**config.mk**
```make
export PLATFORM = sky130hd
export DESIGN_NAME = http_body_length_scanner
export DESIGN_NICKNAME = d
export VERILOG_FILES = /design/src/hbls_pkg.sv /design/src/hbls_front.sv /design/src/hbls_queue.sv /design/src/hbls_back.sv /design/src/http_body_length_scanner.sv
export SDC_FILE = /design/constraint.sdc
export NUM_CORES = 1
export LEC_CHECK = 0
export BUFFER_PORTS_ARGS = -buffer_cell sky130_fd_sc_hd__buf_2
export CAP_MARGIN = 20
export CORE_ASPECT_RATIO = 1.2
export CORE_MARGIN = 4
export CORE_UTILIZATION = 60
export CTS_BUF_LIST = sky130_fd_sc_hd__clkbuf_4 sky130_fd_sc_hd__clkbuf_8 sky130_fd_sc_hd__clkbuf_16
export CTS_CLUSTER_SIZE = 24
export DETAILED_ROUTE_END_ITERATION = 6
export PLACE_DENSITY = 0.77
export REMOVE_ABC_BUFFERS = 1
export SYNTH_ARGS = -nofsm -noshare
export SYNTH_HDL_FRONTEND = slang
export SYNTH_HIERARCHICAL = 1
export SYNTH_SLANG_ARGS = --single-unit
```
**constraint.sdc**
```tcl
create_clock -name clk_i -period 4.74 [get_ports clk_i]
set_clock_uncertainty 0.2 [all_clocks]
set_input_delay 0.474 -clock clk_i [delete_from_list [all_inputs] [get_ports clk_i]]
set_output_delay 0.474 -clock clk_i [all_outputs]
set_load 0.02 [all_outputs]
```
**src/hbls_pkg.sv**
```systemverilog
// ----------------------------------------------------------------------------
// HTTP body length scanner package
// Shared constants, status codes and the classified item type.
// ----------------------------------------------------------------------------
`timescale 1ns / 1ps

package hbls_pkg;

  // Default width of the length value and the body counter
  localparam int unsigned DEF_LENGTH_BITS = 32;

  // Depth of the queue between the classifier and the scanner
  localparam int unsigned QUEUE_DEPTH = 2;

  // Header name pattern "Content-Length:"
  localparam int unsigned LEN_PAT_LEN = 15;
  localparam logic [7:0] LEN_PAT [LEN_PAT_LEN] = '{
    8'h43, 8'h6F, 8'h6E, 8'h74, 8'h65, 8'h6E, 8'h74, 8'h2D,
    8'h4C, 8'h65, 8'h6E, 8'h67, 8'h74, 8'h68, 8'h3A
  };

  // Blank line pattern CR LF CR LF
  localparam int unsigned BLANK_PAT_LEN = 4;
  localparam logic [7:0] CHAR_CR = 8'h0D;
  localparam logic [7:0] CHAR_LF = 8'h0A;
  localparam logic [7:0] CHAR_0  = 8'h30;
  localparam logic [7:0] CHAR_9  = 8'h39;

  // Result status codes
  localparam logic [2:0] ST_HEADER   = 3'd0;
  localparam logic [2:0] ST_BODY     = 3'd1;
  localparam logic [2:0] ST_LAST     = 3'd2;
  localparam logic [2:0] ST_OVERFLOW = 3'd3;
  localparam logic [2:0] ST_IGNORED  = 3'd4;
  localparam logic [2:0] ST_TRUNC    = 3'd5;
  localparam logic [2:0] ST_ENDHDR   = 3'd6;

  // Classified input item
  typedef struct packed {
    logic                   eor;
    logic [7:0]             data;
    logic                   is_cr;
    logic                   is_lf;
    logic                   is_digit;
    logic [3:0]             digit;
    logic [LEN_PAT_LEN-1:0] len_hit;
  } hbls_item_t;

endpackage

```
**src/hbls_front.sv**
```systemverilog
// ----------------------------------------------------------------------------
// HTTP body length scanner classifier
// Tags each incoming item with the byte tests that the scanner needs.
// ----------------------------------------------------------------------------
`timescale 1ns / 1ps

module hbls_front
  import hbls_pkg::*;
(
  input  logic [7:0] data_byte_i,
  input  logic       end_of_response_i,
  output hbls_item_t item_o
);

  // Classify the byte and compare it against every header name character
  always_comb begin
    item_o.eor      = end_of_response_i;
    item_o.data     = data_byte_i;
    item_o.is_cr    = (data_byte_i == CHAR_CR);
    item_o.is_lf    = (data_byte_i == CHAR_LF);
    item_o.is_digit = (data_byte_i >= CHAR_0) && (data_byte_i <= CHAR_9);
    item_o.digit    = data_byte_i[3:0];
    for (int i = 0; i < LEN_PAT_LEN; i++) begin
      item_o.len_hit[i] = (data_byte_i == LEN_PAT[i]);
    end
  end

endmodule

```
**src/hbls_queue.sv**
```systemverilog
// ----------------------------------------------------------------------------
// HTTP body length scanner item queue
// Small FIFO that decouples the classifier from the scanner.
// ----------------------------------------------------------------------------
`timescale 1ns / 1ps

module hbls_queue
  import hbls_pkg::*;
(
  input  logic       clk_i,
  input  logic       rst_ni,
  input  logic       push_i,
  input  hbls_item_t item_i,
  output logic       full_o,
  input  logic       pop_i,
  output logic       valid_o,
  output hbls_item_t item_o
);

  localparam int unsigned PW = (QUEUE_DEPTH > 1) ? $clog2(QUEUE_DEPTH) : 1;
  localparam int unsigned CW = $clog2(QUEUE_DEPTH + 1);
  localparam logic [PW-1:0] LAST_PTR = PW'(QUEUE_DEPTH - 1);
  localparam logic [CW-1:0] FULL_CNT = CW'(QUEUE_DEPTH);

  hbls_item_t    mem_q [QUEUE_DEPTH];
  logic [PW-1:0] wr_ptr_q, wr_ptr_d;
  logic [PW-1:0] rd_ptr_q, rd_ptr_d;
  logic [CW-1:0] cnt_q, cnt_d;
  logic          do_push, do_pop;

  assign full_o  = (cnt_q == FULL_CNT);
  assign valid_o = (cnt_q != '0);
  assign item_o  = mem_q[rd_ptr_q];
  assign do_push = push_i && !full_o;
  assign do_pop  = pop_i && valid_o;

  // Advance pointers and fill count
  always_comb begin
    wr_ptr_d = wr_ptr_q;
    rd_ptr_d = rd_ptr_q;
    cnt_d    = cnt_q;
    if (do_push) begin
      wr_ptr_d = (wr_ptr_q == LAST_PTR) ? '0 : wr_ptr_q + 1'b1;
    end
    if (do_pop) begin
      rd_ptr_d = (rd_ptr_q == LAST_PTR) ? '0 : rd_ptr_q + 1'b1;
    end
    if (do_push && !do_pop) begin
      cnt_d = cnt_q + 1'b1;
    end else if (do_pop && !do_push) begin
      cnt_d = cnt_q - 1'b1;
    end
  end

  always_ff @(posedge clk_i or negedge rst_ni) begin
    if (!rst_ni) begin
      wr_ptr_q <= '0;
      rd_ptr_q <= '0;
      cnt_q    <= '0;
    end else begin
      wr_ptr_q <= wr_ptr_d;
      rd_ptr_q <= rd_ptr_d;
      cnt_q    <= cnt_d;
    end
  end

  // Store the pushed item
  always_ff @(posedge clk_i) begin
    if (do_push) begin
      mem_q[wr_ptr_q] <= item_i;
    end
  end

endmodule

```
**src/hbls_back.sv**
```systemverilog
// ----------------------------------------------------------------------------
// HTTP body length scanner engine
// Scans header, parses length, counts body; one item per cycle unless stalled.
// ----------------------------------------------------------------------------
`timescale 1ns / 1ps

module hbls_back
  import hbls_pkg::*;
#(
  parameter int unsigned LENGTH_BITS = DEF_LENGTH_BITS
) (
  input  logic       clk_i,
  input  logic       rst_ni,
  input  logic       q_valid_i,
  input  hbls_item_t q_item_i,
  output logic       q_pop_o,
  output logic [7:0] body_byte_o,
  output logic [2:0] status_o,
  output logic       out_valid_o,
  input  logic       out_stall_i
);

  localparam logic [2:0] PH_FIND_LEN   = 3'd0;
  localparam logic [2:0] PH_SKIP       = 3'd1;
  localparam logic [2:0] PH_DIGITS     = 3'd2;
  localparam logic [2:0] PH_WAIT_CR    = 3'd3;
  localparam logic [2:0] PH_FIND_BLANK = 3'd4;
  localparam logic [2:0] PH_BODY       = 3'd5;
  localparam logic [2:0] PH_DONE       = 3'd6;
  localparam logic [2:0] PH_FAILED     = 3'd7;

  localparam logic [3:0] LEN_PAT_CNT   = 4'(LEN_PAT_LEN);
  localparam logic [3:0] BLANK_PAT_CNT = 4'(BLANK_PAT_LEN);
  localparam int unsigned AW = LENGTH_BITS + 4;

  logic [2:0]             phase_q, phase_d;
  logic [3:0]             match_q, match_d;
  logic [LENGTH_BITS-1:0] len_q, len_d;
  logic [LENGTH_BITS-1:0] cnt_q, cnt_d;
  logic                   out_valid_q;
  logic [7:0]             body_byte_q, body_byte_d;
  logic [2:0]             status_q, status_d;

  logic                   take;
  logic [3:0]             mm_len, m1_len;
  logic [3:0]             mm_blank, m1_blank;
  logic                   hit_len, hit_blank;
  logic [AW-1:0]          len_ext, acc;
  logic [LENGTH_BITS-1:0] cnt_inc;

  // Pop when the output register is free or being drained
  assign take    = q_valid_i && (!out_valid_q || !out_stall_i);
  assign q_pop_o = take;

  // Header name match step, restart on mismatch
  always_comb begin
    mm_len  = (match_q >= LEN_PAT_CNT) ? 4'd0 : match_q;
    hit_len = q_item_i.len_hit[mm_len];
    m1_len  = hit_len ? mm_len + 4'd1 : {3'd0, q_item_i.len_hit[0]};
  end

  // Blank line match step: even positions want CR, odd ones LF
  always_comb begin
    mm_blank  = (match_q >= BLANK_PAT_CNT) ? 4'd0 : match_q;
    hit_blank = mm_blank[0] ? q_item_i.is_lf : q_item_i.is_cr;
    m1_blank  = hit_blank ? mm_blank + 4'd1 : {3'd0, q_item_i.is_cr};
  end

  // Decimal accumulate as x*8 + x*2 + digit, saturate on carry out
  always_comb begin
    len_ext = {4'd0, len_q};
    acc     = (len_ext << 3) + (len_ext << 1) + {{(AW-4){1'b0}}, q_item_i.digit};
    cnt_inc = cnt_q + 1'b1;
  end

  // Scanner state update and result
  always_comb begin
    phase_d     = phase_q;
    match_d     = match_q;
    len_d       = len_q;
    cnt_d       = cnt_q;
    status_d    = ST_HEADER;
    body_byte_d = 8'd0;
    if (q_item_i.eor) begin
      if (phase_q == PH_BODY) begin
        status_d = ST_TRUNC;
      end else if (phase_q >= PH_DONE) begin
        status_d = ST_IGNORED;
      end else begin
        status_d = ST_ENDHDR;
      end
      phase_d = PH_FIND_LEN;
      match_d = '0;
      len_d   = '0;
      cnt_d   = '0;
    end else begin
      unique case (phase_q)
        PH_FIND_LEN: begin
          if (m1_len == LEN_PAT_CNT) begin
            match_d = '0;
            phase_d = PH_SKIP;
          end else begin
            match_d = m1_len;
          end
        end
        PH_SKIP: begin
          len_d   = '0;
          phase_d = PH_DIGITS;
        end
        PH_DIGITS, PH_WAIT_CR: begin
          if (q_item_i.is_cr) begin
            match_d = 4'd1;
            phase_d = PH_FIND_BLANK;
          end else if (phase_q == PH_DIGITS && q_item_i.is_digit) begin
            if (acc[AW-1:LENGTH_BITS] != 4'd0) begin
              len_d = '1;
            end else begin
              len_d = acc[LENGTH_BITS-1:0];
            end
          end else begin
            phase_d = PH_WAIT_CR;
          end
        end
        PH_FIND_BLANK: begin
          if (m1_blank == BLANK_PAT_CNT) begin
            match_d = '0;
            cnt_d   = '0;
            phase_d = (len_q == '0) ? PH_DONE : PH_BODY;
          end else begin
            match_d = m1_blank;
          end
        end
        PH_BODY: begin
          if (cnt_q >= len_q) begin
            status_d = ST_OVERFLOW;
            phase_d  = PH_FAILED;
          end else begin
            cnt_d       = cnt_inc;
            body_byte_d = q_item_i.data;
            if (cnt_inc == len_q) begin
              status_d = ST_LAST;
              phase_d  = PH_DONE;
            end else begin
              status_d = ST_BODY;
            end
          end
        end
        default: begin
          status_d = ST_IGNORED;
        end
      endcase
    end
  end

  // Hold state and output control
  always_ff @(posedge clk_i or negedge rst_ni) begin
    if (!rst_ni) begin
      phase_q     <= PH_FIND_LEN;
      match_q     <= '0;
      len_q       <= '0;
      cnt_q       <= '0;
      out_valid_q <= 1'b0;
    end else begin
      if (take) begin
        phase_q <= phase_d;
        match_q <= match_d;
        len_q   <= len_d;
        cnt_q   <= cnt_d;
      end
      if (take) begin
        out_valid_q <= 1'b1;
      end else if (!out_stall_i) begin
        out_valid_q <= 1'b0;
      end
    end
  end

  // Load the result payload
  always_ff @(posedge clk_i) begin
    if (take) begin
      body_byte_q <= body_byte_d;
      status_q    <= status_d;
    end
  end

  assign out_valid_o = out_valid_q;
  assign body_byte_o = body_byte_q;
  assign status_o    = status_q;

endmodule

```
**src/http_body_length_scanner.sv**
```systemverilog
// An accepted item passes through the queue and then the output register.
// Throughput: one item per cycle while the output is not stalled.
// A two-entry queue separates the classifier from the scanner; the output
// register holds a result while the next item is taken.
// Reset (rst_ni low, asynchronous) empties the queue and output and returns
// the scanner to the header search with zero length and count.
// ----------------------------------------------------------------------------
// HTTP body length scanner
// Finds Content-Length, waits for the blank line and delimits the body.
// ----------------------------------------------------------------------------
`timescale 1ns / 1ps

module http_body_length_scanner
  import hbls_pkg::*;
#(
  parameter int unsigned LENGTH_BITS = DEF_LENGTH_BITS
) (
  input  logic       clk_i,
  input  logic       rst_ni,
  input  logic       in_valid_i,
  output logic       in_stall_o,
  input  logic [7:0] data_byte_i,
  input  logic       end_of_response_i,
  output logic       out_valid_o,
  input  logic       out_stall_i,
  output logic [7:0] body_byte_o,
  output logic [2:0] status_o
);

  hbls_item_t cls_item;
  hbls_item_t q_item;
  logic       q_full, q_valid, q_pop;

  // Classify the incoming item
  hbls_front u_front (
    .data_byte_i       (data_byte_i),
    .end_of_response_i (end_of_response_i),
    .item_o            (cls_item)
  );

  // Queue classified items
  hbls_queue u_queue (
    .clk_i   (clk_i),
    .rst_ni  (rst_ni),
    .push_i  (in_valid_i),
    .item_i  (cls_item),
    .full_o  (q_full),
    .pop_i   (q_pop),
    .valid_o (q_valid),
    .item_o  (q_item)
  );

  assign in_stall_o = q_full;

  // Scan and deliver results
  hbls_back #(
    .LENGTH_BITS (LENGTH_BITS)
  ) u_back (
    .clk_i       (clk_i),
    .rst_ni      (rst_ni),
    .q_valid_i   (q_valid),
    .q_item_i    (q_item),
    .q_pop_o     (q_pop),
    .body_byte_o (body_byte_o),
    .status_o    (status_o),
    .out_valid_o (out_valid_o),
    .out_stall_i (out_stall_i)
  );

endmodule

```
==> results of run 1 <==
==> routing by layer <==
metal  share of wire  vias up
li1                -     4453
met1            0.40     4602
met2            0.53      283
met3           0.043       70
met4           0.031        0
met5               0        -
==> worst max-delay path by stage <==
stage                                  end  slack (ns)  cells after the start        startpoint
after floorplan           u_back/len_q[12]       -1.68                     13  u_queue/rd_ptr_q
after global routing      u_back/len_q[10]         0.1                     14  u_queue/rd_ptr_q
after global placement     u_back/len_q[4]        0.47                     14  u_queue/rd_ptr_q
after CTS                  u_back/len_q[3]        0.38                     14  u_queue/rd_ptr_q
final                      u_back/len_q[3]        0.34                     14  u_queue/rd_ptr_q
after detailed placement   u_back/len_q[3]        0.41                     14  u_queue/rd_ptr_q
==> synth_stat cells (18+ instances only) <==
library cell / number
buf_4: 21
clkbuf_1: 36
nor3_1: 21
a21o_1: 24
nand2_1: 91
a311oi_1: 21
edfxtp_1: 73
xor2_1: 36
o21ai_0: 73
a21oi_1: 78
xnor2_1: 33
a31oi_1: 31
dfrtp_1: 76
ha_1: 99
mux2_4: 29
nand3_1: 18
nor2_1: 93
nor4_1: 23
inv_1: 47
nand4_1: 32
==> through the flow <==
| step | hold slack (ns) | area (um^2) | setup TNS (ns) |
|---|---|---|---|
| floorplan | -0.0216 | 10900 | -47.31 |
| global placement | 0.275 | 11400 | 0 |
| detailed placement | 0.289 | 11400 | 0 |
| CTS | 0.0276 | 12100 | 0 |
| global route | 0.0384 | 12100 | 0 |
| finish | 0.0420 | 12100 | 0 |
==> layout make-up <==
type                            instances  area, um^2  area share
Tap cell                              252         315      0.0261
Clock inverter                         14         180      0.0149
Clock buffer                           18         433      0.0359
Inverter                               47         176      0.0146
Multi-Input combinational cell        920        6600       0.547
Timing Repair Buffer                   44         273      0.0226
Sequential cell                       149        4100       0.339
==> logic make-up (layout without fill, tap and decap cells) <==
logic type / after synthesis / count (layout) / share of synthesized area
buffers and inverters: 124 / 123 / 0.0548
DFF: 149 / 149 / 0.363
AOI/OAI and AO/OA: 335 / 335 / 0.194
muxes: 39 / 39 / 0.0479
adders and majority gates: 101 / 101 / 0.113
and+or+nand+nor: 376 / 376 / 0.174
xor gates and xnor gates: 69 / 69 / 0.0535
==> cell usage in the layout, fill, tap and decap left out, types with 6 or more instances in the layout <==
master	instances
nand4_1	32
mux2_4	29
clkbuf_16	17
inv_1	47
or3_1	6
buf_2	24
and3_1	12
nor4_1	23
and4_1	7
o21bai_1	6
nor2_1	92
nand3_1	18
nand2b_1	13
o211ai_1	14
xnor2_1	33
a311oi_1	21
ha_1	99
and2_1	11
a31oi_1	31
inv_6	7
buf_4	19
a2111oi_0	6
dfrtp_1	75
nor3b_1	6
o31ai_1	6
nor3_1	21
a21o_1	24
a211oi_1	15
nand2_1	91
edfxtp_1	73
o21ai_0	73
xor2_1	36
a21oi_1	78
nor2b_1	8
o21a_1	10
a21boi_0	6
mux2i_1	6
==> registers in the layout (all words and copies together), names as in the netlist, 2 cells and up <==
name	cells
u_queue/cnt_q	2
u_back/len_q	32
u_back/phase_q	3
u_back/cnt_q	32
u_back/body_byte_o	8
u_back/status_o	3
u_queue/mem_q	62
u_back/match_q	4
==> power by group through the flow <==
stage,combinational (uW),clock [uW],sequential (uW)
global placement,4060,0,2160
finish,4200,1410,2160
CTS,4180,1430,2150
floorplan,3040,0,2110
detailed placement,4130,0,2170
global route,4660,1490,2200
==> timing repair <==
item / CTS / global route
hold buffers: 1 / 0
setup endpoints to repair: 0 / 0
hold endpoints to repair: 42 / 0
==> metrics.txt, run 1 <==
Via Count 9,408; post-route ant nets 0; RSZ-0062 raised after global routing no; Net Switching 3530 uW; Int Pwr 4240 uW; DRT iter0 DRCs 596; Crit-path slowest cell fa_1; Routed WL 27,300 um; Total Routing Usage GR 0.267; Final Cycle Share 0.928; Inst Count DP 1,410; Top Ports 26; Worst-path clk slew 0.07 ns; Sw Ratio 0.454; Routability Congestion 0.903; row cnt 54; clk buf depth 2; Die H 158 um; starting density of the core 0.617; Hold Path End u_queue/mem_q[1][30]; Worst Max-Slew Pin Slew 0.803 ns; Post-synth ARST share 0.510; Root Driver clkbuf_16; Post-synth EDFFs 73; Buffers & Inverters on Critical Path 3; outcome completed; worst r2r src u_queue/rd_ptr_q; Reg2Reg Depth 14; maximum vdd drop 632 uV; I/O Buffers 25; #FFs+latches synth 149; global route overflow 0; DP HPWL 20,100 um; max-capacitance violation count 0; WS Path Type register to register; Final nets 1,293; largest net degree at the start of global routing 45; f_max 227 MHz; Synth Cell Area 0.0113 mm^2; Finished Layout Cells 1,444; worst-path fanout max 17; Clk pwr share 0.182; final hold vios 0; Seq/Total Area, Yosys 0.363; min-delay worst type primary input to register; FF-to-FF setup slack 0.34 ns; layout cell share with drive strength beyond 1 0.110; Mean Syn Cell Area 9.47 um^2; Vias/cell 6.52; crit start category register; Worst Setup End Kind register; met2 GRT Util 0.504; # setup viols final 0; fillers 1,482; most area-hungry cell type in the Yosys netlist edfxtp_1; Worst EP arrival 4.46 ns; DR pass1 iterations 5; final worst slack 0.343 ns; Top FF cell, synth dfrtp_1; CP Cell Sequence mux2_4 -> fa_1 -> inv_1 -> fa_1 -> nand2b_1 -> a21oi_1 -> o2111ai_1 -> and3_1 -> o31a_1 -> xnor2_1 -> a211oi_4 -> buf_4 -> buf_4 -> a311oi_1; Pwr per Cell Area 643 mW/mm^2; YS warnings 6; area grow syn2layout 6.89%; number of H-tree levels 4; RR Endpoint u_back/len_q[3]; Worst Path Required 4.80 ns; Hold Startpoint end_of_response_i; initial antenna violation count 0; grt peak-use layer met2; crit-path leading delay family compound AO/OA/AOI/OAI gates; cells taking the most area after synthesis edfxtp_1, dfrtp_1, ha_1; met1 global-route usage 0.304; Die X 133 um; Slew HR 0.460; # DRC 0; post-synthesis cell type count 86; die area 0.0211 mm^2; max-slew violation count 0; hold path depth 1; vias in the first global route 9,107; Leakage 0.00506 uW; Antenna Cells 0; CP peak stage delay 0.57 ns; # clock sinks 149; total CTS buffers 17; Core Footprint 0.0183 mm^2; global-route wire length before repair 45,400 um; setup bufs post-CTS 0; Reg power frac 0.278; final core utilization 0.659; min cycle time layout 4.40 ns; Mapped Cells 1,193; combinational power share 0.540; Place WS 0.415 ns; clock latency on the worst-skew pair 0.44 ns; overall power 7770 uW; top-area cell type share of the netlist area 0.194; GR Layer Usage met3 0.0395; wire per inst 18.9 um; CTS tree built; # resized after CTS 0
(Power assumes the default switching activity.)
==> run 2, diff against run 1 <==
--- a/config.mk
+++ b/config.mk
@@ -17,2 +17,3 @@
 export REMOVE_ABC_BUFFERS = 1
+export SLEW_MARGIN = 20
 export SYNTH_ARGS = -nofsm -noshare
==> constraint.sdc (replaced) <==
create_clock -name clk_i -period 4.9 [get_ports clk_i]
set_clock_uncertainty 0.2 [all_clocks]
set_input_delay 0.49 -clock clk_i [delete_from_list [all_inputs] [get_ports clk_i]]
set_output_delay 0.49 -clock clk_i [all_outputs]
set_load 0.01 [all_outputs]
==> run 2 against run 1 <==
  * Design area decreased by 0.45%
  * Non-clock buffer count shrank 3
  * Critical path depth grew 2
  * Via count decreased by 0.89%
  * Critical endpoint is now u_back/len_q[12]
  * Sequential power down 3%
  * Maximum frequency is 1.1% lower
  * Sequential cell count stayed put
  * Global-route usage is 0.34 points lower
  * Largest power group unchanged
  * Die area unchanged
  * Register-to-register slack gained 0.11 ns
  * First-iteration DRC count increased by 15%
==> metrics.txt, run 2 (synthesis results as in run 1) <==
outcome completed; Via Count 9,324; Leakage 0.00503 uW; Top Ports 26; # DRC 0; Regs by FF count u_queue/mem_q: 62 flops, u_back/cnt_q: 32 flops, u_back/len_q: 32 flops; CP Cell Sequence buf_4 -> mux2_4 -> ha_1 -> ha_1 -> inv_1 -> fa_1 -> nand2b_1 -> a21oi_1 -> o2111ai_1 -> and3_1 -> o31a_1 -> xnor2_1 -> a211oi_4 -> buf_12 -> o21ai_0 -> a22o_1; global-route wire length before repair 44,800 um; final hold vios 0; maximum vdd drop 594 uV; largest net degree at the start of global routing 77; initial antenna violation count 0; Routability Congestion 0.929; f_max 225 MHz; Root Driver clkbuf_16; final core utilization 0.656; vias in the first global route 8,975; worst-path fanout max 32; number of H-tree levels 4; Largest register FFs 62; CP peak stage delay 0.49 ns; Worst-path clk slew 0.07 ns; Worst Max-Slew Pin Slew 0.892 ns; Inst Count DP 1,408; Buffers & Inverters on Critical Path 3; Worst EP arrival 4.55 ns; DRT iter0 DRCs 688; Final nets 1,290; Crit-path slowest cell dfrtp_2; # clock sinks 149; I/O Buffers 25; max-capacitance violation count 0; Pwr per Cell Area 615 mW/mm^2; min-delay worst type primary input to register; Core Footprint 0.0183 mm^2; min cycle time layout 4.45 ns; starting density of the core 0.617; area grow syn2layout 6.42%; Final Cycle Share 0.907; Worst Setup End Kind register; clk buf depth 2; post-route ant nets 0; # resized after CTS 0; RSZ-0062 raised after global routing no; DR pass1 iterations 6; crit-path leading delay family compound AO/OA/AOI/OAI gates; die area 0.0211 mm^2; Finished Layout Cells 1,441; global route overflow 0; Antenna Cells 0; WS Path Type register to register; Routed WL 27,200 um; crit start category register; max-slew violation count 0; wire per inst 18.9 um; layout cell share with drive strength beyond 1 0.108; Vias/cell 6.47; clock latency on the worst-skew pair 0.43 ns; most frequent cells in the layout ha_1, nor2_1, nand2_1, a21oi_1, dfrtp_1; Slew HR 0.398; Worst Path Required 5.01 ns; Biggest register u_queue/mem_q; Total Routing Usage GR 0.264; Die X 133 um; DP HPWL 19,800 um; fillers 1,444; final setup TNS 0 ns; CTS tree built; row cnt 54; # setup viols final 0; Die H 158 um; total CTS buffers 17; Most common cell on crit path ha_1; most common cell after layout, fill and taps aside ha_1
run 2: changes by cell type in the layout (fill, tap and decap cells not counted):
cell,change
clkinv_4,-1
buf_4,-5
clkinv_2,+1
clkinvlp_4,+1
buf_6,+1
bufinv_16,-2
buf_12,+1
inv_6,+1
run 2: report_power, final:
group	internal (uW)	leakage, uW	switching, uW	total, uW
registers	1660	0.00170	428	2090
logic	1670	0.00305	2370	4030
clock network	680	0.000279	586	1270
run 2: cell type report:
cell class                      count  area (um^2)  area share
Multi-Input combinational cell    920         6600       0.549
Sequential cell                   149         4100       0.341
Clock buffer                       18          433      0.0360
Tap cell                          252          315      0.0262
Timing Repair Buffer               41          267      0.0222
Inverter                           47          176      0.0147
Clock inverter                     14          133      0.0110
run 2: metal layers:
| layer | GRT usage | share of wire |
|---|---|---|
| met1 | 0.314 | 0.40 |
| met2 | 0.485 | 0.53 |
| met3 | 0.0376 | 0.044 |
| met4 | 0.102 | 0.028 |
| met5 | 0 | 0 |
run 2: worst register-to-register path, cell delays in order (launching register included):
cell and delay (ns):
dfrtp_2 0.49, buf_4 0.46, mux2_4 0.25, ha_1 0.14, ha_1 0.18, inv_1 0.06, fa_1 0.40, nand2b_1 0.18
a21oi_1 0.34, o2111ai_1 0.18, and3_1 0.24, o31a_1 0.26, xnor2_1 0.16, a211oi_4 0.26, buf_12 0.22, o21ai_0 0.13
a22o_1 0.20
run 2: path summary, 6_finish.rpt:
| check | start | to | slack [ns] | depth (start not counted) |
|---|---|---|---|---|
| max in group asynchronous | rst_ni | u_queue/rd_ptr_q | 3.50 | 2 |
| max reg2reg | u_queue/rd_ptr_q | u_back/len_q[12] | 0.45 | 16 |
| max | u_queue/rd_ptr_q | u_back/len_q[12] | 0.45 | 16 |
| min | end_of_response_i | u_queue/mem_q[1][30] | 0.06 | 1 |
| min in group asynchronous | rst_ni | u_back/len_q[30] | 0.44 | 2 |
| min reg2reg | u_queue/cnt_q[1] | u_queue/cnt_q[1] | 0.30 | 1 |
run 2: timing repair:
action                                 in CTS  in global routing
setup buffers                               0                  0
hold buffers                                0                  1
endpoints found under the hold margin       0                 76
run 2: stage by stage:
stage | cell area, um^2 | power, uW | hold slack [ns] | setup slack [ns]
detailed placement | 11400 | 6070 | 0.292 | 0.519
CTS | 12000 | 7370 | 0.0463 | 0.491
floorplan | 10900 | 4960 | -0.00559 | -1.52
global route | 12000 | 7950 | 0.0547 | 0.223
global placement | 11400 | 6010 | 0.272 | 0.569
finish | 12000 | 7390 | 0.0590 | 0.454
==> run 3, diff against run 2 <==
clock period = 5.6 ns   (was 4.9 ns; I/O delays follow)
==> run 3 against run 2 <==
  * Setup slack improved by 0.53 ns
  * Die area did not move
  * Count of clock-buffer cells in the layout did not move
  * Sequential cell count did not move
  * Non-clock buffer count fell by 6
  * The run now ends with hold timing left
  * Routed wire length rose by 2.9%
  * Highest routed layer unchanged
  * Maximum frequency fell by 3.6%
==> metrics.txt, run 3 (synthesis results as in run 1) <==
outcome finished, violations left; failing checks hold timing; RSZ-0062 raised after global routing no; Antenna Cells 0; post-route ant nets 0; Biggest register u_queue/mem_q; row cnt 54; most common cell after layout, fill and taps aside ha_1; Clk pwr share 0.172; CP Cell Sequence buf_4 -> mux2_4 -> ha_1 -> ha_1 -> inv_1 -> fa_1 -> nand2b_1 -> a21oi_1 -> o2111ai_1 -> and3_1 -> o31a_1 -> xnor2_1 -> a211oi_4 -> buf_4 -> o21ai_0 -> a22o_1; # DRC 0; Worst Path Required 5.72 ns; Top Ports 26; final hold vios 35; clk buf depth 2; min cycle time layout 4.61 ns; crit start category register; max-slew violation count 0; Inst Count DP 1,403; Reg2Reg Depth 16; Root Driver clkbuf_16; Worst-path clk slew 0.07 ns; Place WS 1.13 ns; CTS tree built; Final nets 1,284; DP HPWL 19,900 um; Worst EP arrival 4.73 ns; wire per inst 19.5 um; max-capacitance violation count 0; Regs by FF count u_queue/mem_q: 62 flops, u_back/cnt_q: 32 flops, u_back/len_q: 32 flops; starting density of the core 0.617; f_max 217 MHz; Crit-path slowest cell buf_4; final core utilization 0.654; initial antenna violation count 0; WS Path Type register to register; hold slack -0.0428 ns; Worst Max-Slew Pin Slew 1.07 ns; Routability Congestion 0.927; clock latency on the worst-skew pair 0.44 ns; Largest register FFs 62; worst r2r src u_queue/rd_ptr_q; largest net degree at the start of global routing 77; final worst slack 0.987 ns; Die X 133 um; fillers 1,503; Via Count 9,383; Reg power frac 0.284; die area 0.0211 mm^2; WP depth 16; total CTS buffers 17; # setup viols final 0; Net Switching 2980 uW; Vias/cell 6.54; # resized after CTS 0; worst-path fanout max 32; Pwr per Cell Area 539 mW/mm^2; Worst Setup End Kind register; # clock sinks 149; Buffers & Inverters on Critical Path 3; min-delay worst type primary input to asynchronous set/reset pin; Leakage 0.00499 uW; Routed WL 28,000 um; I/O Buffers 25; Int Pwr 3480 uW; setup bufs post-CTS 0; DR pass1 iterations 5; maximum vdd drop 483 uV; number of H-tree levels 4; CP peak stage delay 0.47 ns; DRT iter0 DRCs 733; crit-path leading delay family compound AO/OA/AOI/OAI gates; Core Footprint 0.0183 mm^2; Sw Ratio 0.461; layout cell share with drive strength beyond 1 0.106; Die H 158 um; combinational power share 0.544; Final Cycle Share 0.824; global route overflow 0; global-route wire length before repair 45,600 um; most frequent cells in the layout ha_1, nand2_1, nor2_1, a21oi_1, dfrtp_1; CP Launch Point u_queue/rd_ptr_q; Finished Layout Cells 1,435; Slew HR 0.281; Hold-fix buffers, CTS 0; area grow syn2layout 5.99%; Total Routing Usage GR 0.269; vias in the first global route 9,099
-- run 3: changes by cell type in the layout (fill, tap and decap cells not counted), sizes merged --
cell	previous run	this run
buf	40	35
clkinv	2	5
inv	58	55
dlygate4sd3	1	0
-- run 3: final timing paths --
| path | end | slack [ns] |
|---|---|---|
| max in group asynchronous | u_queue/rd_ptr_q | 4.70 |
| max reg2reg | u_back/len_q[12] | 0.99 |
| max | u_back/len_q[12] | 0.99 |
| min | u_back/len_q[28] | -0.04 |
| min reg2reg | u_queue/cnt_q[1] | 0.30 |
| min in group clk_i | u_queue/mem_q[0][30] | 0.13 |
-- run 3: worst register-to-register path, cell delays in order, from the launching register on --
cell and delay [ns]:
dfrtp_2 0.40, buf_4 0.47, mux2_4 0.27, ha_1 0.15, ha_1 0.19, inv_1 0.07
fa_1 0.38, nand2b_1 0.18, a21oi_1 0.33, o2111ai_1 0.19, and3_1 0.25, o31a_1 0.26
xnor2_1 0.16, a211oi_4 0.21, buf_4 0.38, o21ai_0 0.20, a22o_1 0.22
-- run 3: power groups by stage --
stage	sequential [uW]	clock [uW]	combinational, uW
after global routing	1860	1180	3910
after detailed placement	1840	0	3440
final	1830	1110	3510
after global placement	1830	0	3360
after CTS	1830	1130	3480
after floorplan	1760	0	2570
-- run 3: area by class of cell --
| cell class | count | area (um^2) | area share |
|---|---|---|---|
| Clock inverter | 14 | 139 | 0.0116 |
| Timing Repair Buffer | 35 | 206 | 0.0172 |
| Inverter | 47 | 176 | 0.0147 |
| Tap cell | 252 | 315 | 0.0263 |
| Clock buffer | 18 | 433 | 0.0362 |
| Sequential cell | 149 | 4100 | 0.342 |
| Multi-Input combinational cell | 920 | 6610 | 0.552 |
-- run 3: metal layers --
layer / vias to the layer above / GRT usage / share of wire / routed length (um)
met2: 303 / 0.497 / 0.52 / 14400
li1: 4440 / - / - / -
met1: 4560 / 0.312 / 0.40 / 11200
met3: 80 / 0.0367 / 0.048 / 1360
met5: - / 0 / 0 / 0
met4: 0 / 0.126 / 0.035 / 982
-- run 3: stage by stage --
stage	area (um^2)	hold slack [ns]	TNS, ns	total power, uW
floorplan	10900	0.0644	-19.79	4340
global placement	11400	0.276	0	5190
detailed placement	11400	0.285	0	5280
CTS	12000	0.120	0	6430
global route	12000	0.0157	0	6960
finish	12000	-0.0428	0	6460
